==> config.mk <==
export PLATFORM = sky130hd
export DESIGN_NAME = ghalloc_stack
export DESIGN_NICKNAME = d
export VERILOG_FILES = /design/src/sv/ghalloc_pkg.sv /design/src/sv/ghalloc_ram.sv /design/src/sv/ghalloc_stack.sv
export SDC_FILE = /design/constraint.sdc
export NUM_CORES = 2
export LEC_CHECK = 0
export BUFFER_PORTS_ARGS = -buffer_cell sky130_fd_sc_hd__buf_4
export CAP_MARGIN = 10
export CORE_MARGIN = 2
export CORE_UTILIZATION = 60
export CTS_BUF_LIST = sky130_fd_sc_hd__clkbuf_4 sky130_fd_sc_hd__clkbuf_8 sky130_fd_sc_hd__clkbuf_16
export CTS_CLUSTER_DIAMETER = 60
export CTS_CLUSTER_SIZE = 28
export DETAILED_ROUTE_END_ITERATION = 12
export PLACE_DENSITY = 0.76
export SYNTH_ARGS = -nofsm -noshare
export SYNTH_HDL_FRONTEND = slang
export SYNTH_SLANG_ARGS = --single-unit
==> constraint.sdc <==
create_clock -name i_clk -period 10.2 [get_ports i_clk]
set_input_delay 1.02 -clock i_clk [delete_from_list [all_inputs] [get_ports i_clk]]
set_output_delay 1.02 -clock i_clk [all_outputs]
set_load 0.03 [all_outputs]
==> src/sv/ghalloc_pkg.sv <==
// Shared types and constants for the generational handle allocator.
`timescale 1ns / 1ps
`default_nettype none

package ghalloc_pkg;

    localparam int KIND_W    = 2;
    localparam int IDX_W     = 16;
    localparam int GEN_W     = 32;
    localparam int OUT_IDX_W = 8;

    localparam logic [KIND_W-1:0] KIND_CREATE  = 2'd0;
    localparam logic [KIND_W-1:0] KIND_DESTROY = 2'd1;
    localparam logic [KIND_W-1:0] KIND_CHECK   = 2'd2;

    // generation table entry: live flag plus live or pending generation
    typedef struct packed {
        logic             live;
        logic [GEN_W-1:0] gen;
    } t_gen_entry;

    localparam int ENTRY_W = GEN_W + 1;

    // second stage control word
    typedef struct packed {
        logic              valid;
        logic [KIND_W-1:0] kind;
        logic              inrange;
        logic              pop_ok;
        logic              unw;
    } t_s2_ctl;

    typedef struct packed {
        logic             valid;
        logic [IDX_W-1:0] idx;
    } t_push;

    typedef struct packed {
        logic             ok;
        logic [GEN_W-1:0] gen;
    } t_result;

endpackage

`default_nettype wire

==> src/sv/ghalloc_ram.sv <==
// Generic single-write, single-read RAM with registered read data.
`timescale 1ns / 1ps
`default_nettype none

module ghalloc_ram #(
    parameter int WIDTH = 8,
    parameter int DEPTH = 256
) (
    input  wire logic                     i_clk,
    input  wire logic                     i_we,
    input  wire logic [$clog2(DEPTH)-1:0] i_waddr,
    input  wire logic [WIDTH-1:0]         i_wdata,
    input  wire logic                     i_re,
    input  wire logic [$clog2(DEPTH)-1:0] i_raddr,
    output logic      [WIDTH-1:0]         o_rdata
);

    logic [WIDTH-1:0] r_mem [DEPTH];
    logic [WIDTH-1:0] r_q;

    always_ff @(posedge i_clk) begin
        if (i_we) begin
            r_mem[i_waddr] <= i_wdata;
        end
        if (i_re) begin
            r_q <= r_mem[i_raddr];
        end
    end

    assign o_rdata = r_q;

endmodule

`default_nettype wire

==> src/sv/ghalloc_stack.sv <==
// LIFO free-index stack with cached top, prefetched second entry and fill mark.
`timescale 1ns / 1ps
`default_nettype none

module ghalloc_stack #(
    parameter int ENTITIES = 256
) (
    input  wire logic                            i_clk,
    input  wire logic                            i_rst_n,
    input  wire logic                            i_en,
    input  wire logic                            i_pop_req,
    input  wire ghalloc_pkg::t_push              i_push,
    output logic                                 o_pop_ok,
    output logic [$clog2(ENTITIES)-1:0]          o_slot,
    output logic [$clog2(ENTITIES+1)-1:0]        o_low
);

    localparam int AW = $clog2(ENTITIES);
    localparam int CW = $clog2(ENTITIES + 1);
    localparam int UW = CW + 1;
    localparam logic [AW-1:0] LAST = AW'(ENTITIES - 1);

    logic [CW-1:0] r_count, n_count;
    logic [CW-1:0] r_low, n_low;
    logic [AW-1:0] r_top, n_top;
    logic [AW-1:0] r_sec_pos;
    logic          r_sec_init;
    logic [AW-1:0] ram_q;
    logic [AW-1:0] sec_val;
    logic [AW-1:0] push_idx;
    logic [AW-1:0] rd_addr;
    logic          push;
    logic          pop;
    logic          avail;
    logic          wr_en;

    assign push_idx = i_push.idx[AW-1:0];
    assign push     = i_push.valid && (r_count < CW'(ENTITIES));
    assign avail    = (r_count != '0) || push;
    assign o_pop_ok = i_pop_req && avail;
    assign pop      = i_en && o_pop_ok;
    assign o_slot   = push ? push_idx : r_top;
    assign o_low    = r_low;
    assign wr_en    = i_en && push;

    // never-written positions still hold their reset value
    assign sec_val  = r_sec_init ? (LAST - r_sec_pos) : ram_q;

    always_comb begin
        n_count = r_count;
        n_top   = r_top;
        case ({wr_en, pop})
            2'b10: begin
                n_count = r_count + CW'(1);
                n_top   = push_idx;
            end
            2'b01: begin
                n_count = r_count - CW'(1);
                n_top   = sec_val;
            end
            default: begin
            end
        endcase
        n_low = (n_count < r_low) ? n_count : r_low;
    end

    assign rd_addr = AW'(n_count - CW'(2));

    ghalloc_ram #(
        .WIDTH (AW),
        .DEPTH (ENTITIES)
    ) u_ram (
        .i_clk   (i_clk),
        .i_we    (wr_en),
        .i_waddr (r_count[AW-1:0]),
        .i_wdata (push_idx),
        .i_re    (i_en),
        .i_raddr (rd_addr),
        .o_rdata (ram_q)
    );

    always_ff @(posedge i_clk) begin
        if (!i_rst_n) begin
            r_count    <= CW'(ENTITIES);
            r_low      <= CW'(ENTITIES);
            r_top      <= '0;
            r_sec_pos  <= AW'(ENTITIES - 2);
            r_sec_init <= 1'b1;
        end else if (i_en) begin
            r_count    <= n_count;
            r_low      <= n_low;
            r_top      <= n_top;
            r_sec_pos  <= rd_addr;
            r_sec_init <= UW'(n_count) < (UW'(n_low) + UW'(2));
        end
    end

endmodule

`default_nettype wire

# ---- After elaboration in Yosys (flattened, before gate mapping)
# Memory sizes are Yosys's and may differ from the RTL's. A register that Yosys moved wholly into a read port is not among the register bits.
# Cells that the tools add are included.
dict set report totals {
  regBits 35
  mem_bits_rw 2048
  input_bits 21
  elab_cells 31
  n_memories 1
}
# name depth word_bits rd rd_clocked_by_memory_dff write_ports line_no
set memory_table {}
lappend memory_table {u_ram.r_mem 256 8 1 1 1 ghalloc_ram.sv:18} ;# logic [WIDTH-1:0] r_mem [DEPTH];
dict set report op_classes {
  add_sub_neg 5
  n_lt_le_gt_ge 3
  n_eq_ne 2
  mux 7
  n_reduce_logical 8
}
# op n
set op_table {}
lappend op_table {{9-bit one-hot mux with 2 select lines} 1}
lappend op_table {{8-bit 2-to-1 mux} 2}
lappend op_table {{8-bit one-hot mux with 2 select lines} 1}
lappend op_table {{9-bit by 2-bit adder with 10-bit output (second input constant)} 1}
lappend op_table {{9-bit by 10-bit < comparator with 1-bit output} 1}
lappend op_table {{9-bit by 1-bit adder with 9-bit output (second input constant)} 1}
lappend op_table {{9-bit < comparator} 1}
lappend op_table {{9-bit < comparator (second input constant)} 1}
lappend op_table {{9-bit 2-to-1 mux} 1}
lappend op_table {{9-bit nonzero test} 1}
lappend op_table {{9-bit by 1-bit subtractor with 9-bit output (second input constant)} 1}
lappend op_table {{8-bit by 2-bit subtractor with 8-bit output (second input constant)} 1}
lappend op_table {{8-bit subtractor (first input constant)} 1}
lappend op_table {{1-bit logical AND} 4}
lappend op_table {{2-bit by 1-bit equality test with 1-bit output (second input constant)} 1}
lappend op_table {{2-bit equality test (second input constant)} 1}
lappend op_table {{1-bit 2-to-1 mux} 2}
lappend op_table {{2-bit AND reduction} 1}
lappend op_table {{2-bit nonzero test} 1}
lappend op_table {{1-bit logical OR} 1}

# ---- Depth between registers and ports, before layout
dict set report logic_depth {
  depth_word 11
  depth_mapped 34
}

# ---- Hierarchy
# A second synthesis with hierarchy kept.
dict set report hier_totals {
  cells_unflattened 4085
  area_unflattened_um2 82496.6
}
# mod n_inst cells_per_inst area_each_um2 seq_area_each_um2
set by_module_without_submodules {}
lappend by_module_without_submodules {ghalloc_ram 1 3733 79636.4 61739.2}
lappend by_module_without_submodules {ghalloc_stack 1 352 2860.2 680.7}

# ---- Worst setup path before layout
# No wires, ideal clock.
dict set report synth_path {
  path_kind {input to register}
  start {input port i_en}
  end {register r_sec_init}
  setup_time_ps 131
  arrival_time_ps 7390
  t_required_ps 10069
  path_slack_ps 2679
  cell_stages 32
  n_path_buf 9
  cell_sequence {clkbuf_1 > clkbuf_1 > and2_1 > ha_1 > clkbuf_1 > clkbuf_1 > inv_1 > fa_1 > mux2i_1 > buf_2 > buf_2 > buf_2 > clkbuf_1 > buf_1 > ha_1 > nand3_1 > a21oi_1 > o31ai_1 > a21oi_1 > a211oi_4 > mux2i_1 > inv_1 > ha_1 > nand2b_1 > nor2_1 > xor2_1 > ha_1 > nand4_1 > a21oi_1 > o2111ai_1 > a221oi_1 > o41ai_1}
}
dict set report synth_via {
  elab_chain_cells 7
  word_cells_on_any_way 9
  classes_between {add/sub: 1; order compare: 2; eq/ne: 2; mux: 2; reduce/logical: 2}
}
# element line_no
set synth_lines {}
lappend synth_lines {{start, declared} ghalloc_stack.sv:10} ;# input wire logic i_en,
lappend synth_lines {{1-bit logical AND, on equally long branches} {ghalloc_stack.sv:41, ghalloc_stack.sv:44}}
lappend synth_lines {{2-bit by 1-bit equality test with 1-bit output / 2-bit equality test (equally long branches)} ghalloc_stack.sv:52} ;# case ({wr_en, pop})
lappend synth_lines {{9-bit one-hot mux with 2 select lines (*)} ghalloc_stack.sv:52}
lappend synth_lines {{via n_count[1]} ghalloc_stack.sv:23} ;# logic [CW-1:0] r_count, n_count;
lappend synth_lines {{9-bit < comparator} ghalloc_stack.sv:64} ;# n_low = (n_count < r_low) ? n_count : r_low;
lappend synth_lines {{9-bit 2-to-1 mux (*)} ghalloc_stack.sv:64}
lappend synth_lines {{via n_low[1]} ghalloc_stack.sv:24} ;# logic [CW-1:0] r_low, n_low;
lappend synth_lines {{9-bit by 2-bit adder with 10-bit output (*)} ghalloc_stack.sv:94} ;# r_sec_init <= UW'(n_count) < (UW'(n_low) + UW'(2));
lappend synth_lines {{9-bit by 10-bit < comparator with 1-bit output (*)} ghalloc_stack.sv:94}
lappend synth_lines {{end signal, assigned} ghalloc_stack.sv:94}
lappend synth_lines {{end, declared} ghalloc_stack.sv:27} ;# logic r_sec_init;
# Mark *: on every way through the listed nets, which the timed path passes. The rest lies on a longest branch.
# A chain may end at the register's enable or synchronous reset.

# ---- Worst setup path in the final report
dict set report layout_path {
  start {register r_count[5]}
  end {register r_sec_init}
}
dict set report layout_via {
  elab_chain_cells 11
  word_cells_on_any_way 16
  classes_between {add/sub: 3; order compare: 3; eq/ne: 2; mux: 2; reduce/logical: 6}
}
# element line_no
set layout_lines {}
lappend layout_lines {{start, declared} ghalloc_stack.sv:23}
lappend layout_lines {{start signal, assigned} ghalloc_stack.sv:84} ;# r_count <= CW'(ENTITIES);
lappend layout_lines {{start signal, assigned} ghalloc_stack.sv:90} ;# r_count <= n_count;
lappend layout_lines {{9-bit < comparator} ghalloc_stack.sv:38} ;# assign push = i_push.valid && (r_count < CW'(ENTITIES));
lappend layout_lines {{1-bit logical AND} ghalloc_stack.sv:38}
lappend layout_lines {{1-bit logical OR} ghalloc_stack.sv:39} ;# assign avail = (r_count != '0) || push;
lappend layout_lines {{1-bit logical AND} ghalloc_stack.sv:40} ;# assign o_pop_ok = i_pop_req && avail;
lappend layout_lines {{1-bit logical AND} ghalloc_stack.sv:41} ;# assign pop = i_en && o_pop_ok;
lappend layout_lines {{2-bit by 1-bit equality test with 1-bit output / 2-bit equality test (equally long branches)} ghalloc_stack.sv:52}
lappend layout_lines {{9-bit one-hot mux with 2 select lines (*)} ghalloc_stack.sv:52}
lappend layout_lines {{via n_count[8]} ghalloc_stack.sv:23}
lappend layout_lines {{9-bit < comparator (*)} ghalloc_stack.sv:64}
lappend layout_lines {{9-bit 2-to-1 mux (*)} ghalloc_stack.sv:64}
lappend layout_lines {{via n_low[1]} ghalloc_stack.sv:24}
lappend layout_lines {{9-bit by 2-bit adder with 10-bit output (*)} ghalloc_stack.sv:94}
lappend layout_lines {{9-bit by 10-bit < comparator with 1-bit output (*)} ghalloc_stack.sv:94}
# Marked as above.

==> reports/metrics.cfg <==
[cells_and_area]
final_cell_mix = nand2_1, edfxtp_1, nand3_1
final_nets = 6625
drive_above_1_share_pct = 6.24
syn_to_final_growth_pct = 7.47
final_common_cell = nand2_1
post-route-util_pct = 64.9

[detailed_routing]
drtAntennaViolNets = 0
via_per_inst = 6.42
routed_wirelength_um = 220000
dr.pass1.iters = 6
wl_per_cell_um = 25.7
drtIter0Drc = 8635
vias = 55000
drc = 0

[clock_network]
ctsResizeCount = 0
cts.clk_slew.worst_paths_ps = 70
cts-root-buf = clkbuf_16
tritoncts = done
clkLatencyLatePin_ps = 800
cts_sinks = 2090
hold_buffers = 0
cts_setup_buffers = 0
htreeDepth = 4
clockBufferDepth = 3
cts-buffers-inserted = 130

[critical_path]
path_max_fanout = 27
critPathSlowestCell = a211oi_4
crit_path_end_kind = flop
cp.required_ps = 10850
arrival_ps = 9320
crit_path_frequent_cell = ha_1
path_class = reg -> reg
cp-start-kind = flop
critPathMaxStageDelay_ps = 740

[synthesis]
synth_cell_types = 67
synth-seq-cells = 2090
synth_fp_nets = 6859
synth.cell_area_sq_um = 85400
synth-async-reset-ratio_pct = 0
yosysWarnings = 0
synth-seq-area-share_pct = 73.1
synth_cells = 6810
synth_edf_count = 2056
syn-mean-instance-area_sq_um = 12.5
synthFlopType = edfxtp_1

[global_route]
track_usage_pct = 29.9
grt_max_degree = 190
grt_pass1_wl_um = 327000
antenna_found_initial = 6
grt_pass1_vias = 51400
overflow = 0

[timing]
worst_slew_pin_slew_ps = 1230
setup_tns_ps = 0
final-setup-viol-count = 0
slew_violations = 0
clock.fmax_mhz = 115
finClkSkew_ps = 41.8
slew_headroom_pct = 17.5
period_share_pct = 85.0
layout_min_cycle_time_ps = 8670
hold_viol = 0
rsz0062_at_grt = false
hold_ws_ps = 491

[floorplanning]
die_y_um = 381
die_area_sq_um = 145000
rows = 138
coreArea_sq_um = 141000
die_w_um = 381
ioPinCount = 39
start_util_pct = 60.4

[power_and_ir_drop]
finalPower_mw = 18.1
power.leakage_nw = 30.9
cellPowerDensity_nw_per_um2 = 197
ir_worst_vdd_mv = 0.194

[placed_design]
io_buffers = 30
place.gp.congestion = 0.919
dpl.hpwl_um = 123000

[run]
cap_violations = 0

[worst_hold_path]
min_path_type = reg -> reg

[status]
status = completed

==> synthesized netlist by cell type, drive strengths merged (3+ instances only) <==
master	count	area (sq um)
nand2	2086	7830
edfxtp	2056	61700
nand3	906	4550
nor2	310	1160
a311oi	284	2490
clkbuf	253	950
buf	234	1030
and3	165	1030
a31oi	91	569
a21oi	58	294
a311o	40	400
inv	36	135
dfxtp	34	681
mux2i	29	294
ha	27	338
nor4	25	163
a211oi	20	163
nor3	19	128
xnor2	17	186
mux4	16	360
nor2b	12	75.1
o21ai	12	60.1
mux2	11	124
o22a	7	61.3
o32a	7	70.1
xor2	7	87.6
a2111oi	5	43.8
nand2b	5	31.3
nand4	5	31.3
o21a	5	37.5
o211ai	4	30.0
a21o	3	22.5
==> critical path, delay by kind of cell (launching register included) <==
kind                       cells  cell delay (ps)
AOI/OAI and AO/OA             13             3290
xor gates and xnor gates       2              620
buffers and inverters          1              100
adders and majority gates      5             1980
muxes                          1              340
and+or+nand+nor                8             1810
DFF                            1              410
==> state kept, by name, indices dropped and copies added, names as in the netlist <==
name and cells:
o_low 9, r_count 9, r_sec_init 1, r_sec_pos 7, r_top 8, u_ram.o_rdata 8, u_ram.r_mem 2048
==> cell families (layout without fill, tap and decap cells) <==
family                     after synthesis  in the layout  synth area share [%]
AOI/OAI and AO/OA                      549            549                  5.13
xor gates and xnor gates                24             24                 0.321
adders and majority gates               28             28                 0.419
buffers and inverters                  523            391                  2.48
DFF                                   2090           2090                  73.1
muxes                                   56             56                 0.911
other                                    0              2                     0
and+or+nand+nor                       3540           3540                  17.6
==> final cells by class <==
| cell class | instances | area, sq um |
|---|---|---|
| fillers | 9809 | 49700 |
| multi-input cells | 4197 | 21000 |
| clock inverters | 92 | 1160 |
| flip-flops and latches | 2090 | 62400 |
| diodes | 2 | 5.00 |
| inverters | 36 | 143 |
| well taps | 1890 | 2360 |
| repair buffers | 121 | 1220 |
| clock buffers | 142 | 3470 |
==> per-stage QoR <==
stage / instance area [sq um] / worst slack (ps) / cells
floorplan: 85400 / 2680 / 6810
global placement: 87100 / 1630 / 8334
detailed placement: 87100 / 1590 / 8334
CTS: 91800 / 1560 / 8568
global route: 91800 / 866 / 8568
finish: 91800 / 1530 / 8570
==> final timing paths <==
kind | slack [ps] | endpoint | from | cells after the start
max | 1530 | r_sec_init | r_count[5] | 30
min | 490 | r_sec_pos[2] | r_sec_pos[2] | 2
max reg2reg | 1530 | r_sec_init | r_count[5] | 30
min reg2reg | 490 | r_sec_pos[2] | r_sec_pos[2] | 2
==> power by group <==
part / switching (mW) / internal, mW / total, mW / leakage [nW]
Clock: 3.03 / 2.87 / 5.90 / 2.25
Combinational: 1.95 / 0.744 / 2.70 / 9.93
Sequential: 0.0403 / 9.45 / 9.49 / 18.8
==> per-layer routing <==
layer  vias to the layer above  share of wire, %  global-route usage (%)
li1                      24400                 -                       -
met1                     26900                38                    42.3
met2                      3237                46                    45.5
met3                       459                12                    6.72
met4                         6               4.2                    12.2
met5                         -             0.019                       0
(Power assumes the default switching activity.)
